===== config.mk =====
export PLATFORM = sky130hd
export DESIGN_NAME = gbp_front
export DESIGN_NICKNAME = d
export VERILOG_FILES = /design/src/design/gbp_pkg.sv /design/src/design/gbp_front.sv
export SDC_FILE = /design/constraint.sdc
export NUM_CORES = 1
export LEC_CHECK = 0
export ABC_AREA = 1
export BUFFER_PORTS_ARGS = -buffer_cell sky130_fd_sc_hd__buf_2
export CORE_MARGIN = 5
export CORE_UTILIZATION = 40
export CTS_CLUSTER_DIAMETER = 30
export DETAILED_ROUTE_END_ITERATION = 16
export GPL_TIMING_DRIVEN = 0
export PLACE_DENSITY = 0.85
export SLEW_MARGIN = 25
export SYNTH_ARGS = -nofsm -noshare
export SYNTH_HDL_FRONTEND = slang
export SYNTH_SLANG_ARGS = --single-unit

===== constraint.sdc =====
create_clock -name clk -period 1.2 [get_ports clk]
set_input_delay 0 -clock clk [delete_from_list [all_inputs] [get_ports clk]]
set_output_delay 0 -clock clk [all_outputs]
set_load 0.1 [all_outputs]

===== src/design/gbp_pkg.sv =====
// Shared constants and types of the gshare branch predictor.
`timescale 1ns / 1ps
`default_nettype none
package gbp_pkg;

  localparam int MAX_HISTORY_BITS = 12;
  localparam int HIST_LEN_W       = 4;
  localparam logic [HIST_LEN_W-1:0] HIST_LEN_RST = 4'd12;

  localparam int CTR_W = 2;
  localparam logic [CTR_W-1:0] CTR_INIT = 2'd2;
  localparam logic [CTR_W-1:0] CTR_MAX  = 2'd3;
  localparam logic [CTR_W-1:0] CTR_MIN  = 2'd0;
  localparam logic [CTR_W-1:0] CTR_STEP = 2'd1;

  localparam int QUEUE_DEPTH = 2;

  typedef enum logic [1:0] {
    B_CLEAR,
    B_IDLE,
    B_UPDATE
  } back_state_t;

endpackage
`default_nettype wire


===== src/design/gbp_front.sv =====
// Front end: history register, config register and table index generation.
`timescale 1ns / 1ps
`default_nettype none
module gbp_front #(
  parameter int MAX_HISTORY_BITS = gbp_pkg::MAX_HISTORY_BITS
) (
  input  wire logic                          clk,
  input  wire logic                          rst_n,
  input  wire logic                          cfg_we,
  input  wire logic [gbp_pkg::HIST_LEN_W-1:0] cfg_wdata,
  input  wire logic                          in_valid,
  output logic                               in_ready,
  input  wire logic [31:0]                   branch_pc,
  input  wire logic                          actual_taken,
  input  wire logic                          back_clearing,
  output logic                               push_valid,
  input  wire logic                          push_ready,
  output logic [MAX_HISTORY_BITS:0]          push_data
);

  logic [gbp_pkg::HIST_LEN_W-1:0] hist_len_r;
  logic [MAX_HISTORY_BITS-1:0]    history_r;
  logic [MAX_HISTORY_BITS-1:0]    history_nxt;
  logic [MAX_HISTORY_BITS-1:0]    idx_mask;
  logic [MAX_HISTORY_BITS-1:0]    idx;
  int unsigned                    len_eff;
  logic                           accept;

  // Saturate the configured length into 1..MAX_HISTORY_BITS.
  always_comb begin
    if (hist_len_r == '0) begin
      len_eff = 1;
    end else if (int'(hist_len_r) > MAX_HISTORY_BITS) begin
      len_eff = MAX_HISTORY_BITS;
    end else begin
      len_eff = int'(hist_len_r);
    end
    for (int i = 0; i < MAX_HISTORY_BITS; i++) begin
      idx_mask[i] = (i < len_eff);
    end
  end

  assign idx         = (branch_pc[MAX_HISTORY_BITS-1:0] ^ history_r) & idx_mask;
  assign in_ready    = push_ready && !back_clearing;
  assign accept      = in_valid && in_ready;
  assign push_valid  = in_valid && !back_clearing;
  assign push_data   = {idx, actual_taken};
  assign history_nxt = MAX_HISTORY_BITS'({history_r, actual_taken});

  always_ff @(posedge clk) begin
    if (!rst_n) begin
      hist_len_r <= gbp_pkg::HIST_LEN_RST;
      history_r  <= '0;
    end else begin
      if (cfg_we) begin
        hist_len_r <= cfg_wdata;
      end
      if (accept) begin
        history_r <= history_nxt;
      end
    end
  end

endmodule
`default_nettype wire


# --- Yosys cells after proc, flatten, opt, wreduce, memory -nomap -nowiden ---
# Cells that the tools add are included.
totals:
  ramBits: 0
  romBits: 0
  elab_cells: 24
  inputBits: 43
  n_memories: 0
  latch_bits: 0
  output_inout_bits: 15
  reg_bits: 16
op_classes:
  addsub: 0
  bitwise: 2
  order_cmp: 13
  multipliers: 0
  eq_ne: 0
  div_mod_pow: 0
  n_reduce_logical: 5
  shifts: 0
  muxes: 2
op_table:
  columns: ["op", "n"]
  rows:
  - ["$lt A3 B32 Y1 const A", 4]
  - ["$lt A4 B32 Y1 const A", 4]
  - ["$lt A1 B32 Y1 const A", 2]
  - ["$lt A2 B32 Y1 const A", 2]
  - ["$and A12 B12 Y12", 1]
  - ["$xor A12 B12 Y12", 1]
  - ["$mux W4", 2]
  - ["$gt A4 B4 Y1 const B", 1]
  - ["$logic_not A4 Y1", 1]
  - ["$logic_and A1 B1 Y1", 3]
  - ["$logic_not A1 Y1", 1]

# --- Depth between registers and ports, before layout ---
depth:
  word_depth: 5
  mapped_depth: 6
  depth_no_buf: 5

# --- Worst setup path after synthesis ---
# No wires, ideal clock.
synth_path:
  path_kind: "register to output"
  start: "register hist_len_r[3] in the netlist's numbering"
  end: "output push_data[11]"
  setup_slack_ps: -1312
  path_stages_with_launch: 3
  t_required_ps: 1200
  t_arrival_ps: 2512
  path_cell_list: "dfxtp_1 nand2_1 nor3_1"
synth_via:
  elab_chain_cells: 5
  elab_cells_between_ends: 6
  cone_classes: "order compare (2); mux (2); bitwise (1); reduce/logical (1)"
synth_lines:
  columns: ["element", "line_no", "text"]
  rows:
  - ["start, declared", "gbp_front.sv:21", "logic [gbp_pkg::HIST_LEN_W-1:0] hist_len_r;"]
  - ["start signal, assigned", "gbp_front.sv:52", "hist_len_r <= gbp_pkg::HIST_LEN_RST;"]
  - ["start signal, assigned", "gbp_front.sv:56", "hist_len_r <= cfg_wdata;"]
  - ["$gt A4 B4 Y1", "gbp_front.sv:33", "end else if (int'(hist_len_r) > MAX_HISTORY_BITS) begin"]
  - ["$mux W4", "gbp_front.sv:33", null]
  - ["$mux W4 (*)", "gbp_front.sv:31", "if (hist_len_r == '0) begin"]
  - ["$lt A4 B32 Y1 (*)", "gbp_front.sv:39", "idx_mask[i] = (i < len_eff);"]
  - ["$and A12 B12 Y12 (*)", "gbp_front.sv:43", "assign idx = (branch_pc[MAX_HISTORY_BITS-1:0] ^ history_r) & idx_mask;"]
  - ["end, declared", "gbp_front.sv:18", "output logic [MAX_HISTORY_BITS:0] push_data"]
# Every way passes the cells marked *; elsewhere a longest branch is shown, timed or not.

# --- Worst setup path after layout ---
layout_path:
  start: "register hist_len_r[2] in the netlist's numbering"
  end: "output push_data[4]"
layout_via:
  elab_chain_cells: 5
  elab_cells_between_ends: 6
  cone_classes: "order compare (2); mux (2); bitwise (1); reduce/logical (1)"
layout_lines:
  columns: ["element", "line_no"]
  rows:
  - ["$gt A4 B4 Y1", "gbp_front.sv:33"]
  - ["$mux W4", "gbp_front.sv:33"]
  - ["$mux W4 (*)", "gbp_front.sv:31"]
  - ["$lt A2 B32 Y1 (*)", "gbp_front.sv:39"]
  - ["$and A12 B12 Y12 (*)", "gbp_front.sv:43"]
# Marked as above.

==> impl_metrics.ini <==
[setup_path]
r2r_slack_ns = 0.28
worstSetupPathType = flip-flop to primary output
timing.critical_path.buf_inv = 2
worst-r2r-cell-count = 3
critPathSlowestCell = dfxtp_4
cp_max_fo = 7
cp_top_family = flip-flops
crit_chain = inv_2, nand2_8, o21ai_4, a21oi_4, buf_12
rr_endpoint = hist_len_r[3]
cp-end-kind = primary output
required_ns = 1.20
worstPathArrival_ns = 1.29
slowest_delay_ns = 0.41
start_kind = flip-flop
reg2reg_from = hist_len_r[3]

[floorplan]
io_pins = 58
std_cell_rows = 17
die_w_um = 57.9
core_mm2 = 0.00219
die_height_um = 57.9
start_util_pct = 41.9
dieArea_mm2 = 0.00335

[sta]
final-hold-violation-count = 0
layout_min_cycle_time_ns = 1.29
grt_setup_unrepaired = yes
setup_viol = 8
fmax_mhz = 777
post-route-period-util_pct = 107
holdWs_ns = 0.109
fin_tns_setup_ns = -0.407
relSlewSlack_pct = 67.8
skew_ns = 0.00895
finalMaxSlewViolations = 0
postLayoutSetupSlackWorst_ns = -0.0871
tightest_slew_ns = 0.487

[run_status]
status = finished, violations left
violations = setup timing

[pwr]
p_leak_nw = 0.822
power_density_mw_per_mm2 = 1160
ir_worst_vdd_v = 0.000830
p_total_mw = 1.89

[clock_network]
clock_latency_ns = 0.28
clk_pin_slew_worst_paths_ns = 0.10
cts_made_buffers = 3
clock-root-buffer = clkbuf_4
htreeDepth = 1
cts_sinks = 16
cts_tree = built
clock_path_buffers = 2

[grt]
grt_usage_pct = 18.9
grt_pass1_wl_mm = 4.86
grt_pass1_vias = 1091
grt_overflow = 0
grt_max_degree = 11
antenna_found_initial = 0

[layout]
diodes = 0
final_cell_mix = nand2_1 (31), nor2_1 (29), buf_2 (25)
final_common_cell = nand2_1
layout-drive-gt1-share_pct = 43.9
final_area_mm2 = 0.00162
instances_no_fill = 226
areaGrowthSynthToFinish_pct = 77.1
fin_nets = 242
finalCoreUtilization_pct = 74.1

[yosys]
syn_nets = 190
avgSynthCellArea_um2 = 6.24
synthTopCellsByArea = dfxtp_1 (35%), nor2_1 (17%), nand2_1 (14%)
yosys.area.top_type = dfxtp_1
synth_area_um2 = 917
ys_seq_elements = 16
synth_top_area_share_pct = 34.9
yosysUniqueCellTypes = 17
postSynthCellCount = 147
ys_seq_area_share_pct = 34.9
ys_warn_count = 0

[worst_hold_path]
worstHoldPathType = input port to flip-flop
min_to = history_r[5]
hold_depth = 5
worstHoldStart = push_ready

[placement]
io_buffers = 37
finalWeightedCongestion = 0.819
dp_slack_ns = -0.0958
placed_cells = 212
placed_area_mm2 = 0.00124
hpwl_mm = 1.74

[routing]
ant_nets = 0
drt_iter0_drc = 81
vias_per_cell = 5.14
finalWirelength_mm = 3.49
vias = 1161
drtPass1Iterations = 5
drc = 0
routedWlPerCell_um = 15.4

[job]
drv_cap = 0
==> area by class of cell <==
cell class	count	area, µm²
plain buffers	4	41.3
repair buffers	47	432
multi-input cells	105	654
flip-flops and latches	16	335
clock buffers	4	36.3
fillers	124	567
well taps	28	35.0
inverters	22	90.1
==> worst min-delay path, cell delays in order <==
cell     delay, ns
buf_2         0.12
nand3_4       0.11
nand2_1       0.05
nand2_1       0.05
nor2_1        0.03
==> what timing repair did <==
item | CTS | global route
cloned | 0 | 0
hold buffers | 7 | 0
setup buffers | 1 | 2
hold endpoints to repair | 7 | 0
gates resized for setup | 52 | 19
pin swaps | 0 | 4
endpoints found under the setup margin | 12 | 11
==> flip-flops by register name, summed over array words and instances (netlist names) <==
signal / flops
history_r: 12
hist_len_r: 4
==> worst max-delay path by stage <==
stage                        startpoint            end  slack [ns]  depth (start not counted)
final                     hist_len_r[2]   push_data[4]       -0.09                          5
after global routing      hist_len_r[2]   push_data[4]       -0.15                          5
after CTS                 hist_len_r[3]   push_data[4]       -0.07                          5
after detailed placement  hist_len_r[3]   push_data[4]        -0.1                          5
after global placement    hist_len_r[3]   push_data[5]       -0.08                          5
after floorplan           hist_len_r[3]  push_data[11]       -0.08                          2
==> power breakdown <==
part	switching [mW]	internal, mW	leakage [nW]
Clock	0.168	0.185	0.0210
Sequential	0.0483	0.561	0.133
Combinational	0.612	0.314	0.668
Total	0.828	1.06	0.822
==> layer usage <==
| layer | GRT usage [%] | up-vias | wire length [µm] |
|---|---|---|---|
| li1 | - | 543 | - |
| met1 | 20.1 | 537 | 1220 |
| met2 | 34.7 | 63 | 1840 |
| met3 | 3.12 | 18 | 239 |
| met4 | 10.6 | 0 | 183 |
| met5 | 0 | - | 0 |
==> cells in the mapped netlist (all sizes together) <==
cell,instances
or2,1
o21ai,6
a21oi,6
nand2,36
xnor2,4
xor2,2
buf,4
dfxtp,16
nand3,6
nor2,41
inv,22
nor3,3
==> cell families after synthesis <==
logic type | Yosys count | share of synthesized area, %
simple gates | 87 | 39.3
buf+inv | 26 | 13.5
flops | 16 | 34.9
compound gates | 12 | 6.55
xor+xnor | 6 | 5.73
(Power assumes the default switching activity.)
