<file path="config.mk">
export PLATFORM = sky130hd
export DESIGN_NAME = gbp_queue
export DESIGN_NICKNAME = d
export VERILOG_FILES = /design/src/design/gbp_pkg.sv /design/src/design/gbp_queue.sv
export SDC_FILE = /design/constraint.sdc
export NUM_CORES = 1
export LEC_CHECK = 0
export ABC_CLOCK_PERIOD_IN_PS = 2500
export BUFFER_PORTS_ARGS = -buffer_cell sky130_fd_sc_hd__buf_2
export CORE_ASPECT_RATIO = 1.2
export CORE_MARGIN = 2
export CORE_UTILIZATION = 55
export CTS_BUF_LIST = sky130_fd_sc_hd__clkbuf_8
export DETAILED_ROUTE_END_ITERATION = 6
export PLACE_DENSITY = 0.83
export SETUP_SLACK_MARGIN = 0.3
export SLEW_MARGIN = 15
export SYNTH_ARGS = -nofsm -noshare
export SYNTH_HDL_FRONTEND = slang
export SYNTH_SLANG_ARGS = --single-unit
</file>
<file path="constraint.sdc">
create_clock -name clk -period 2.5 [get_ports clk]
set_input_delay 0.125 -clock clk [delete_from_list [all_inputs] [get_ports clk]]
set_output_delay 0.125 -clock clk [all_outputs]
set_load 0.02 [all_outputs]
</file>
<file path="src/design/gbp_pkg.sv">
// Shared constants and types of the gshare branch predictor.
`timescale 1ns / 1ps
`default_nettype none
package gbp_pkg;

  localparam int MAX_HISTORY_BITS = 12;
  localparam int HIST_LEN_W       = 4;
  localparam logic [HIST_LEN_W-1:0] HIST_LEN_RST = 4'd12;

  localparam int CTR_W = 2;
  localparam logic [CTR_W-1:0] CTR_INIT = 2'd2;
  localparam logic [CTR_W-1:0] CTR_MAX  = 2'd3;
  localparam logic [CTR_W-1:0] CTR_MIN  = 2'd0;
  localparam logic [CTR_W-1:0] CTR_STEP = 2'd1;

  localparam int QUEUE_DEPTH = 2;

  typedef enum logic [1:0] {
    B_CLEAR,
    B_IDLE,
    B_UPDATE
  } back_state_t;

endpackage
`default_nettype wire

</file>
<file path="src/design/gbp_queue.sv">
// Small FIFO between front end and counter update engine.
`timescale 1ns / 1ps
`default_nettype none
module gbp_queue #(
  parameter int DATA_W = gbp_pkg::MAX_HISTORY_BITS + 1,
  parameter int DEPTH  = gbp_pkg::QUEUE_DEPTH
) (
  input  wire logic              clk,
  input  wire logic              rst_n,
  input  wire logic              push_valid,
  output logic                   push_ready,
  input  wire logic [DATA_W-1:0] push_data,
  output logic                   pop_valid,
  input  wire logic              pop_ready,
  output logic [DATA_W-1:0]      pop_data
);

  localparam int PTR_W = (DEPTH > 1) ? $clog2(DEPTH) : 1;
  localparam int CNT_W = $clog2(DEPTH + 1);

  logic [DATA_W-1:0] slot_r [DEPTH];
  logic [PTR_W-1:0]  wr_ptr_r, wr_ptr_nxt;
  logic [PTR_W-1:0]  rd_ptr_r, rd_ptr_nxt;
  logic [CNT_W-1:0]  count_r,  count_nxt;
  logic              do_push, do_pop;

  assign push_ready = (count_r != CNT_W'(DEPTH));
  assign pop_valid  = (count_r != '0);
  assign pop_data   = slot_r[rd_ptr_r];
  assign do_push    = push_valid && push_ready;
  assign do_pop     = pop_valid && pop_ready;

  always_comb begin
    wr_ptr_nxt = wr_ptr_r;
    rd_ptr_nxt = rd_ptr_r;
    count_nxt  = count_r;
    if (do_push) begin
      wr_ptr_nxt = (wr_ptr_r == PTR_W'(DEPTH - 1)) ? '0 : wr_ptr_r + PTR_W'(1);
    end
    if (do_pop) begin
      rd_ptr_nxt = (rd_ptr_r == PTR_W'(DEPTH - 1)) ? '0 : rd_ptr_r + PTR_W'(1);
    end
    if (do_push && !do_pop) begin
      count_nxt = count_r + CNT_W'(1);
    end else if (!do_push && do_pop) begin
      count_nxt = count_r - CNT_W'(1);
    end
  end

  always_ff @(posedge clk) begin
    if (!rst_n) begin
      wr_ptr_r <= '0;
      rd_ptr_r <= '0;
      count_r  <= '0;
    end else begin
      wr_ptr_r <= wr_ptr_nxt;
      rd_ptr_r <= rd_ptr_nxt;
      count_r  <= count_nxt;
    end
  end

  always_ff @(posedge clk) begin
    if (do_push) begin
      slot_r[wr_ptr_r] <= push_data;
    end
  end

endmodule
`default_nettype wire

</file>
# == Word level (Yosys, flattened, before mapping) ==
# Memories as Yosys holds them, arrays and structs flattened. A register that Yosys moved wholly into a read port is not among the register bits.
# Index checks and enable logic that the tools add are counted.
# word_totals
elab_cells,25
out_inout_bits,15
regBits,4
ramBits,26
mem_count,1
romBits,0
latchBits,0
# classes
mux,8
order_cmp,0
n_addsub,4
div_mod_pow,0
eq_ne,1
bitwise,0
reduce_logical,8
shifts,0
multipliers,0
# memory_table
memory,depth,width,read_ports,rd_clocked_by_memory_dff,wr,line,source
slot_r,2,13,1,1,1,gbp_queue.sv:21,logic [DATA_W-1:0] slot_r [DEPTH];
# op_table
operator,count
$mux W1,6
$logic_and A1 B1 Y1,4
$mux W2,2
$reduce_bool A2 Y1,2
$add A1 B1 Y1 const B,2
$add A2 B1 Y2 const B,1
$logic_not A1 Y1,2
$ne A2 B2 Y1 const B,1
$sub A2 B1 Y2 const B,1

# == Longest topological paths before layout ==
# Gate-level depths: netlist of run 1.
# logic_depth
depth_word,6
depth_mapped,6
mapped_depth_nobuf,6

# == Worst setup path before layout of run 1 ==
# Ideal clock, no wire load.
# synth_timing
path_kind,reg-to-reg
startpoint,reg count_r[0]
endpoint,reg count_r[1]
t_arrival_ps,1455
t_required_ps,2430
period_less_slack_ps,1525
stages_incl_launch_ff,6
path_slack_ps,975
setup_time_ps,70
path_cell_list,dfxtp_1 > nand2b_4 > and2_1 > ha_1 > or3_1 > a21boi_1
# synth_via
elab_chain_len,5
word_cells_on_any_way,13
classes_between,2 x add/sub; 1 x eq/ne; 2 x mux; 8 x reduce/logical
# synth_rtl
element,line,source
"start, declared",gbp_queue.sv:24,"logic [CNT_W-1:0] count_r, count_nxt;"
"start signal, assigned",gbp_queue.sv:58,count_r <= count_nxt;
$ne A2 B2 Y1 *,gbp_queue.sv:27,assign push_ready = (count_r != CNT_W'(DEPTH));
net push_ready,gbp_queue.sv:11,"output logic push_ready,"
$logic_and A1 B1 Y1 *,gbp_queue.sv:30,assign do_push = push_valid && push_ready;
net do_push,gbp_queue.sv:25,"logic do_push, do_pop;"
$logic_not A1 Y1,gbp_queue.sv:45,end else if (!do_push && do_pop) begin
$logic_and A1 B1 Y1,gbp_queue.sv:45,
$reduce_bool A2 Y1 (no line),-,
# Mark *: on every way through the listed nets, which the timed path passes. The rest lies on a longest branch. The select of a mux whose other input is x is not followed.
# A chain may end at the register's enable or synchronous reset.

==> summary.txt, run 1 <==
Synth
  • Yosys reg bits: 31
  • Post-synthesis sequential area ratio: 75.0%
  • Simple-gate portion of the synthesized area: 5.54%
  • Largest family of logic cells by synthesized area: multiplexers
  • Instance count of the mapped netlist: 64
  • Mux contribution to synthesized area: 12.5%
  • Distinct cell type count after synthesis: 19
  • Adder-Cell Fraction of Synth Area: 1.06%
  • Syn_nets: 82
  • XOR/XNOR share of the synthesized area: 2.24%
  • Synth Cell Area: 1170 µm²
  • Synth warn: 0
  • Synth Area in Compound Gates: 2.98%
  • Syn_area_per_cell: 18.4 µm²

Die
  • Die area: 2520 µm²
  • Top-Level Pins: 32
  • Die width: 46.2 µm
  • Starting Density: 57.3%
  • Core Area: 2050 µm²
  • Cell Rows: 18
  • Die Ht: 54.6 µm

Critical path
  • Worst-path fanout max: 13
  • WP buf/inv: 1
  • Cell family with most CP delay: flip-flops
  • Worst path cell trace: mux2_2, buf_2
  • Crit path DAT: 1510 ps
  • Worst path required time: 2380 ps
  • Critical setup path kind: reg -> out
  • Slowest stage cell, crit path: dfxtp_1
  • Delay of the slowest critical-path stage: 680 ps
  • Worst Setup Start Kind: register
  • CP endpoint kind: output port

Detailed routing
  • Iter 0 DRT Violations: 12
  • Drc violations: 0
  • ANT nets after route: 0
  • Vias per inst: 4.80
  • Pre-Repair DR Iteration Count: 4
  • Vias: 633
  • Drt wl/cell: 13.1 µm
  • Total Wirelength: 1730 µm

Final layout
  • Fin nets: 119
  • Filler cells: 145
  • Diode count: 0
  • Area Growth Syn to Fin: 24.5%
  • Share of cells above drive strength 1: 52.9%
  • Final Util: 71.4%

STA
  • Peak Freq: 610 MHz
  • Worst Tran Pin Value: 579 ps
  • Period minus WS final: 1640 ps
  • Relative slew slack: 61.4%
  • Final Hold Viols: 0
  • RSZ-0062 raised after global routing: no
  • Tcrit/Tclk final: 65.6%
  • Worst-case clock skew: 2.88 ps
  • Final setup fails: 0
  • Fin. max-slew vios: 0
  • Setup TNS: 0 ps

Clocking
  • Post-CTS Setup Bufs: 0
  • Cts hold-fix bufs: 0
  • Clock sinks: 31
  • Reg clk slew, reported paths: 60 ps
  • CTS tree: built
  • Root buffer cell: clkbuf_8
  • Post-CTS sizing: 0
  • H-tree level count: 2
  • Later-pin clock latency in the skew report: 270 ps
  • Num CTS Buffers: 5
  • Max clock buf depth: 2

Power and ir drop
  • PwrDens: 1070 nW/µm²
  • P_leak: 0.572 nW
  • Peak VDD IR: 0.719 mV

GRT
  • Antenna violations before repair: 0
  • Largest net degree at the start of global routing: 14
  • Gr usage total: 15.9%
  • Vias in the first global route: 598
  • Gr ovfl total: 0
  • First-pass GRT wire length: 2500 µm

Flow run
  • MaxCap Viol Count: 0

Outcome
  • Outcome: completed

Hold path
  • Hold Crit Class: in -> reg

Placed design
  • RD Place Congestion: 0.642
  • Number of port buffers: 31
==> Yosys cell counts <==
cell	number	area [µm²]
edfxtp_1	26	781
mux2_2	13	146
dfxtp_1	5	100
and2_1	4	25.0
xnor2_1	2	17.5
a21bo_2	1	10.0
a21boi_0	1	7.51
a21boi_1	1	7.51
and3_1	1	6.26
buf_2	1	5.00
ha_1	1	12.5
inv_1	1	3.75
nand2b_4	1	13.8
nand3b_1	1	7.51
o21ai_0	1	5.00
o21ai_1	1	5.00
or2_2	1	6.26
or3_1	1	6.26
xor2_1	1	8.76
==> registers in the layout (all words and copies together) (netlist names), named ones only <==
register	flops
slot_r	26
rd_ptr_r	1
count_r	2
wr_ptr_r	1
==> where the power goes <==
group	switching, mW	internal [mW]
Sequential	0.0613	0.653
Combinational	0.236	0.206
Clock	0.160	0.246
Total	0.457	1.11
==> per-layer routing <==
layer | track usage, % | share of wire [%]
met5 | 0 | 0
met3 | 6.27 | 6.0
met1 | 15.2 | 39
met4 | 14.3 | 1.4
met2 | 25.7 | 53
==> cells by family (layout without fill, tap and decap cells) <==
logic type,after synthesis,count (layout)
AO/OA/AOI/OAI,5,5
XOR/XNOR,3,3
AND/OR/NAND/NOR,9,9
adder cells (fa/ha/maj),1,1
buffers and inverters,2,40
flip-flops,31,31
multiplexers,13,13
==> final timing paths <==
check        slack [ps]     startpoint  cells past startpoint            end
max                 860       register                      2    pop_data[8]
min                  40  push_data[10]                      1  slot_r[0][10]
max reg2reg         910     count_r[0]                      5     count_r[1]
min reg2reg         560     count_r[1]                      2     count_r[1]
==> per-stage QoR <==
stage               total power [mW]  cells  hold WS (ps)  setup WS (ps)  instance area, µm²
finish                          1.56    132          43.3            861                1460
global route                    1.64    132          26.8            770                1460
CTS                             1.59    132          31.0            832                1460
detailed placement              1.17    124           319            933                1360
global placement                1.15    124           315           1000                1360
floorplan                       1.04     64           224            975                1170
==> worst reg2reg max path, cell delays in order (launching register included) <==
cell and delay [ps]:
dfxtp_1 360, nand2b_4 180, and2_1 170, ha_1 330, or3_1 360, a21boi_1 130
==> layout by cell type, fill, tap and decap left out <==
master | synthesis | routed
mux2_2 | 13 | 13
or3_1 | 1 | 1
buf_2 | 1 | 31
xnor2_1 | 2 | 2
a21boi_1 | 1 | 1
nand2b_4 | 1 | 1
inv_1 | 1 | 2
and2_1 | 4 | 4
a21bo_2 | 1 | 1
and3_1 | 1 | 1
edfxtp_1 | 26 | 26
nand3b_1 | 1 | 1
dfxtp_1 | 5 | 5
xor2_1 | 1 | 1
a21boi_0 | 1 | 1
ha_1 | 1 | 1
clkbuf_8 | 0 | 7
or2_2 | 1 | 1
o21ai_1 | 1 | 1
o21ai_0 | 1 | 1
==> final cells by class <==
type	instances	area, µm²	area share, %
Sequential cell	31	881	60.2
Multi-Input combinational cell	31	285	19.5
Timing Repair Buffer	31	155	10.6
Clock buffer	7	96.3	6.59
Tap cell	30	37.5	2.57
Clock inverter	1	3.75	0.257
Inverter	1	3.75	0.257
(Power assumes the default switching activity.)
==> run 2, diff against run 1 <==
--- a/config.mk
+++ b/config.mk
@@ -5,14 +5,15 @@
 export SDC_FILE = /design/constraint.sdc
 export NUM_CORES = 1
 export LEC_CHECK = 0
-export ABC_CLOCK_PERIOD_IN_PS = 2500
+export ABC_AREA = 1
+export ABC_CLOCK_PERIOD_IN_PS = 1600
 export BUFFER_PORTS_ARGS = -buffer_cell sky130_fd_sc_hd__buf_2
 export CORE_ASPECT_RATIO = 1.2
 export CORE_MARGIN = 2
-export CORE_UTILIZATION = 55
+export CORE_UTILIZATION = 53
 export CTS_BUF_LIST = sky130_fd_sc_hd__clkbuf_8
 export DETAILED_ROUTE_END_ITERATION = 6
-export PLACE_DENSITY = 0.83
+export PLACE_DENSITY = 0.8
 export SETUP_SLACK_MARGIN = 0.3
 export SLEW_MARGIN = 15
 export SYNTH_ARGS = -nofsm -noshare
==> constraint.sdc (replaced) <==
create_clock -name clk -period 1.6 [get_ports clk]
set_input_delay 0.08 -clock clk [delete_from_list [all_inputs] [get_ports clk]]
set_output_delay 0.08 -clock clk [all_outputs]
set_load 0.02 [all_outputs]
==> run 2 against run 1 <==
Compared with the run above:
- synthesized area increased by 3.9%
- utilization up 11 points
- sequential cell count unchanged
- sequential power is 55% higher
- total power up 90%
- die area increased by 7.2%
- largest power group unchanged
==> summary.txt, run 2 <==
Outcome
  • Outcome: completed (unchanged)

Power and ir drop
  • PwrDens: 1620 nW/µm² (was 1070 nW/µm²)
  • Peak VDD IR: 1.20 mV (was 0.719 mV)
  • P_leak: 0.761 nW (was 0.572 nW)
  • Switching Power: 0.884 mW (was 0.457 mW)
  • Sequential Power Share: 37.5% (was 45.7%)
  • Total power: 2.96 mW (was 1.56 mW)
  • Switching share of total power: 29.8% (was 29.2%)
  • P_int: 2.08 mW (was 1.11 mW)
  • Clock share of power: 26.7% (was 26.0%)
  • Combinational power share: 35.9% (was 28.2%)

Synth
  • Synth warn: 0 (unchanged)
  • Instance count of the mapped netlist: 77 (was 64)
  • Adder-Cell Fraction of Synth Area: 1.02% (was 1.06%)
  • Top cells by area, synth: edfxtp_1, mux2_4, dfxtp_1 (was edfxtp_1, mux2_2, dfxtp_1)
  • Cell taking the most area after synthesis: edfxtp_1 (unchanged)
  • Number of flops mapped to enable cells by yosys: 26 (unchanged)
  • Syn_area_per_cell: 15.9 µm² (was 18.4 µm²)
  • Syn_nets: 95 (was 82)
  • Count leader, synth: edfxtp_1 (unchanged)
  • Async S/R FF share, synth: 0% (unchanged)
  • Yosys reg bits: 31 (unchanged)
  • Largest family of logic cells by synthesized area: multiplexers (unchanged)
  • Top FF cell, synth: edfxtp_1 (unchanged)
  • Simple-gate portion of the synthesized area: 6.56% (was 5.54%)
  • Synth Area in Compound Gates: 1.84% (was 2.98%)
  • Post-synth top cells: edfxtp_1, mux2_4, nor2_1, inv_1, nand2_1 (was edfxtp_1, mux2_2, dfxtp_1, and2_1, xnor2_1)
  • Top-area cell type share of the netlist area: 63.9% (was 66.5%)
  • Mux contribution to synthesized area: 15.1% (was 12.5%)
  • XOR/XNOR share of the synthesized area: 0% (was 2.24%)
  • Distinct cell type count after synthesis: 16 (was 19)
  • Synth Cell Area: 1220 µm² (was 1170 µm²)
  • Post-synthesis sequential area ratio: 72.1% (was 75.0%)

STA
  • Worst Tran Pin Value: 179 ps (was 579 ps)
  • Final setup fails: 0 (unchanged)
  • Setup TNS: 0 ps (unchanged)
  • Tcrit/Tclk final: 83.7%
  • Peak Freq: 746 MHz
  • RSZ-0062 raised after global routing: yes (was no)
  • Worst hold slack: 63.4 ps (was 43.3 ps)
  • Relative slew slack: 88.1% (was 61.4%)
  • Post-route setup slack: 260 ps (was 861 ps)
  • Period minus WS final: 1340 ps
  • Worst-case clock skew: 5.78 ps (was 2.88 ps)
  • Final Hold Viols: 0 (unchanged)
  • Fin. max-slew vios: 0 (unchanged)

Detailed routing
  • Vias per inst: 5.02 (was 4.80)
  • ANT nets after route: 0 (unchanged)
  • Pre-Repair DR Iteration Count: 4 (unchanged)
  • Drc violations: 0 (unchanged)
  • Vias: 819 (was 633)
  • Iter 0 DRT Violations: 21 (was 12)
  • Total Wirelength: 2510 µm (was 1730 µm)
  • Drt wl/cell: 15.4 µm (was 13.1 µm)

Final layout
  • Design Area, Final: 1830 µm² (was 1460 µm²)
  • Most flop-heavy register: slot_r (unchanged)
  • Largest regs: slot_r x26, count_r x2 (unchanged)
  • Final Util: 81.9% (was 71.4%)
  • Most frequent cells in the layout: edfxtp_1, buf_2, mux2_4, dlygate4sd3_1, buf_6 (was buf_2, edfxtp_1, mux2_2)
  • Post-route insts no fill: 163 (was 132)
  • Area Growth Syn to Fin: 49.9% (was 24.5%)
  • Fin nets: 149 (was 119)
  • Share of cells above drive strength 1: 50.0% (was 52.9%)
  • Most common cell after layout, fill and taps aside: edfxtp_1 (was buf_2)
  • Diode count: 0 (unchanged)
  • Max FFs per register: 26 (unchanged)

Clocking
  • Later-pin clock latency in the skew report: 280 ps (was 270 ps)
  • H-tree level count: 2 (unchanged)
  • Num CTS Buffers: 5 (unchanged)
  • Clock sinks: 31 (unchanged)
  • Root buffer cell: clkbuf_8 (unchanged)
  • Reg clk slew, reported paths: 60 ps (about the same)
  • Post-CTS Setup Bufs: 0 (unchanged)
  • Max clock buf depth: 2 (unchanged)
  • CTS tree: built (unchanged)

Flow run
  • MaxCap Viol Count: 0 (unchanged)

Critical path
  • Worst-path fanout max: 7 (was 13)
  • CP endpoint kind: output port (unchanged)
  • Crit path DAT: 1260 ps (was 1510 ps)
  • Slowest stage cell, crit path: dfxtp_4 (was dfxtp_1)
  • Delay of the slowest critical-path stage: 380 ps (was 680 ps)
  • Worst path cell trace: buf_8, mux2_4, buf_6 (was mux2_2, buf_2)
  • Critical setup path kind: reg -> out (unchanged)
  • Worst path required time: 1520 ps (was 2380 ps)
  • Worst Setup Start Kind: register (unchanged)
  • Cell family with most CP delay: flip-flops (unchanged)
  • WP buf/inv: 2 (was 1)

Placed design
  • Post-DP HPWL: 1340 µm
  • Post-DP Area: 1430 µm² (was 1360 µm²)
  • DP Cell Count: 141 (was 124)
  • RD Place Congestion: 0.599 (was 0.642)
  • Setup WS pre-CTS: 236 ps (was 933 ps)
  • Number of port buffers: 31 (unchanged)

Hold path
  • Hold Crit Class: in -> reg (unchanged)

Die
  • Starting Density: 54.6% (was 57.3%)
  • Top-Level Pins: 32 (unchanged)
  • Die width: 47.8 µm (was 46.2 µm)
  • Core Area: 2230 µm² (was 2050 µm²)
  • Die area: 2710 µm² (was 2520 µm²)
  • Die Ht: 56.6 µm (was 54.6 µm)
  • Cell Rows: 19 (was 18)

GRT
  • Gr ovfl total: 0 (unchanged)
  • Largest net degree at the start of global routing: 14 (unchanged)
  • Met3 Usage GRT: 9.00% (was 6.27%)
  • Vias in the first global route: 824 (was 598)
  • First-pass GRT wire length: 3770 µm (was 2500 µm)
  • Routing usage on met1: 21.0% (was 15.2%)
  • Antenna violations before repair: 0 (unchanged)
  • Gr usage total: 21.9% (was 15.9%)
  • Grt peak-use layer: met2 (unchanged)
  • GR Util met2: 37.9% (was 25.7%)
==> run 2: cell types whose count changed in the layout (fill, tap and decap cells not counted), sizes merged, moves of 2 or more <==
| cell | delta |
|---|---|
| inv | +6 |
| and2 | -4 |
| nor2 | +8 |
| a21boi | -2 |
| buf | +4 |
| dlygate4sd3 | +13 |
| xnor2 | -2 |
| nand2 | +9 |
==> run 2: worst reg2reg max path, cell delays in order (launching register included) <==
cell and delay (ps):
dfxtp_2 330, inv_2 90, nand2_2 80, nand2_4 90
inv_2 60, ha_4 240, inv_1 80, nand3_1 70
nand2_1 60, inv_1 30, nor2_1 90
==> run 2: power groups by stage <==
stage	Sequential (mW)	Combinational, mW	Clock [mW]
floorplan	1.09	0.578	0
global placement	1.09	0.762	0
detailed placement	1.10	0.790	0
CTS	1.11	1.04	0.788
global route	1.12	1.13	0.830
finish	1.11	1.06	0.791
==> run 2: worst paths after layout <==
| kind | from | to | slack [ps] | depth (start not counted) |
|---|---|---|---|---|
| setup / recovery | register | pop_data[11] | 260 | 3 |
| hold / removal | rst_n | count_r[1] | 60 | 3 |
| setup reg to reg | count_r[0] | count_r[1] | 330 | 10 |
| hold reg to reg | rd_ptr_r | register | 510 | 2 |
==> run 2: cells by family (layout without fill, tap and decap cells) <==
kind of cell	Yosys count	after routing
AOI/OAI and AO/OA	4	4
adders and majority gates	1	1
buffers and inverters	9	64
DFF	31	31
muxes	13	13
and+or+nand+nor	19	19
==> run 2: metal layers <==
metal | part of all wire, % | vias up
met2 | 56 | 42
li1 | - | 378
met5 | 0 | -
met4 | 2.7 | 0
met3 | 6.3 | 8
met1 | 35 | 391
==> run 2: final cells by class <==
type                    instances  area [µm²]
well taps                      31        38.8
fillers                       125         404
multi-input cells              37         333
inverters                       8        30.0
clock inverters                 2        35.0
flip-flops and latches         31         887
clock buffers                   6        82.6
repair buffers                 48         424
==> run 2: repair_timing <==
item	in CTS	in global routing
hold buffers	13	0
resized for setup	37	3
endpoints found under the hold margin	26	0
endpoints found under the setup margin	15	15
gates cloned	1	0
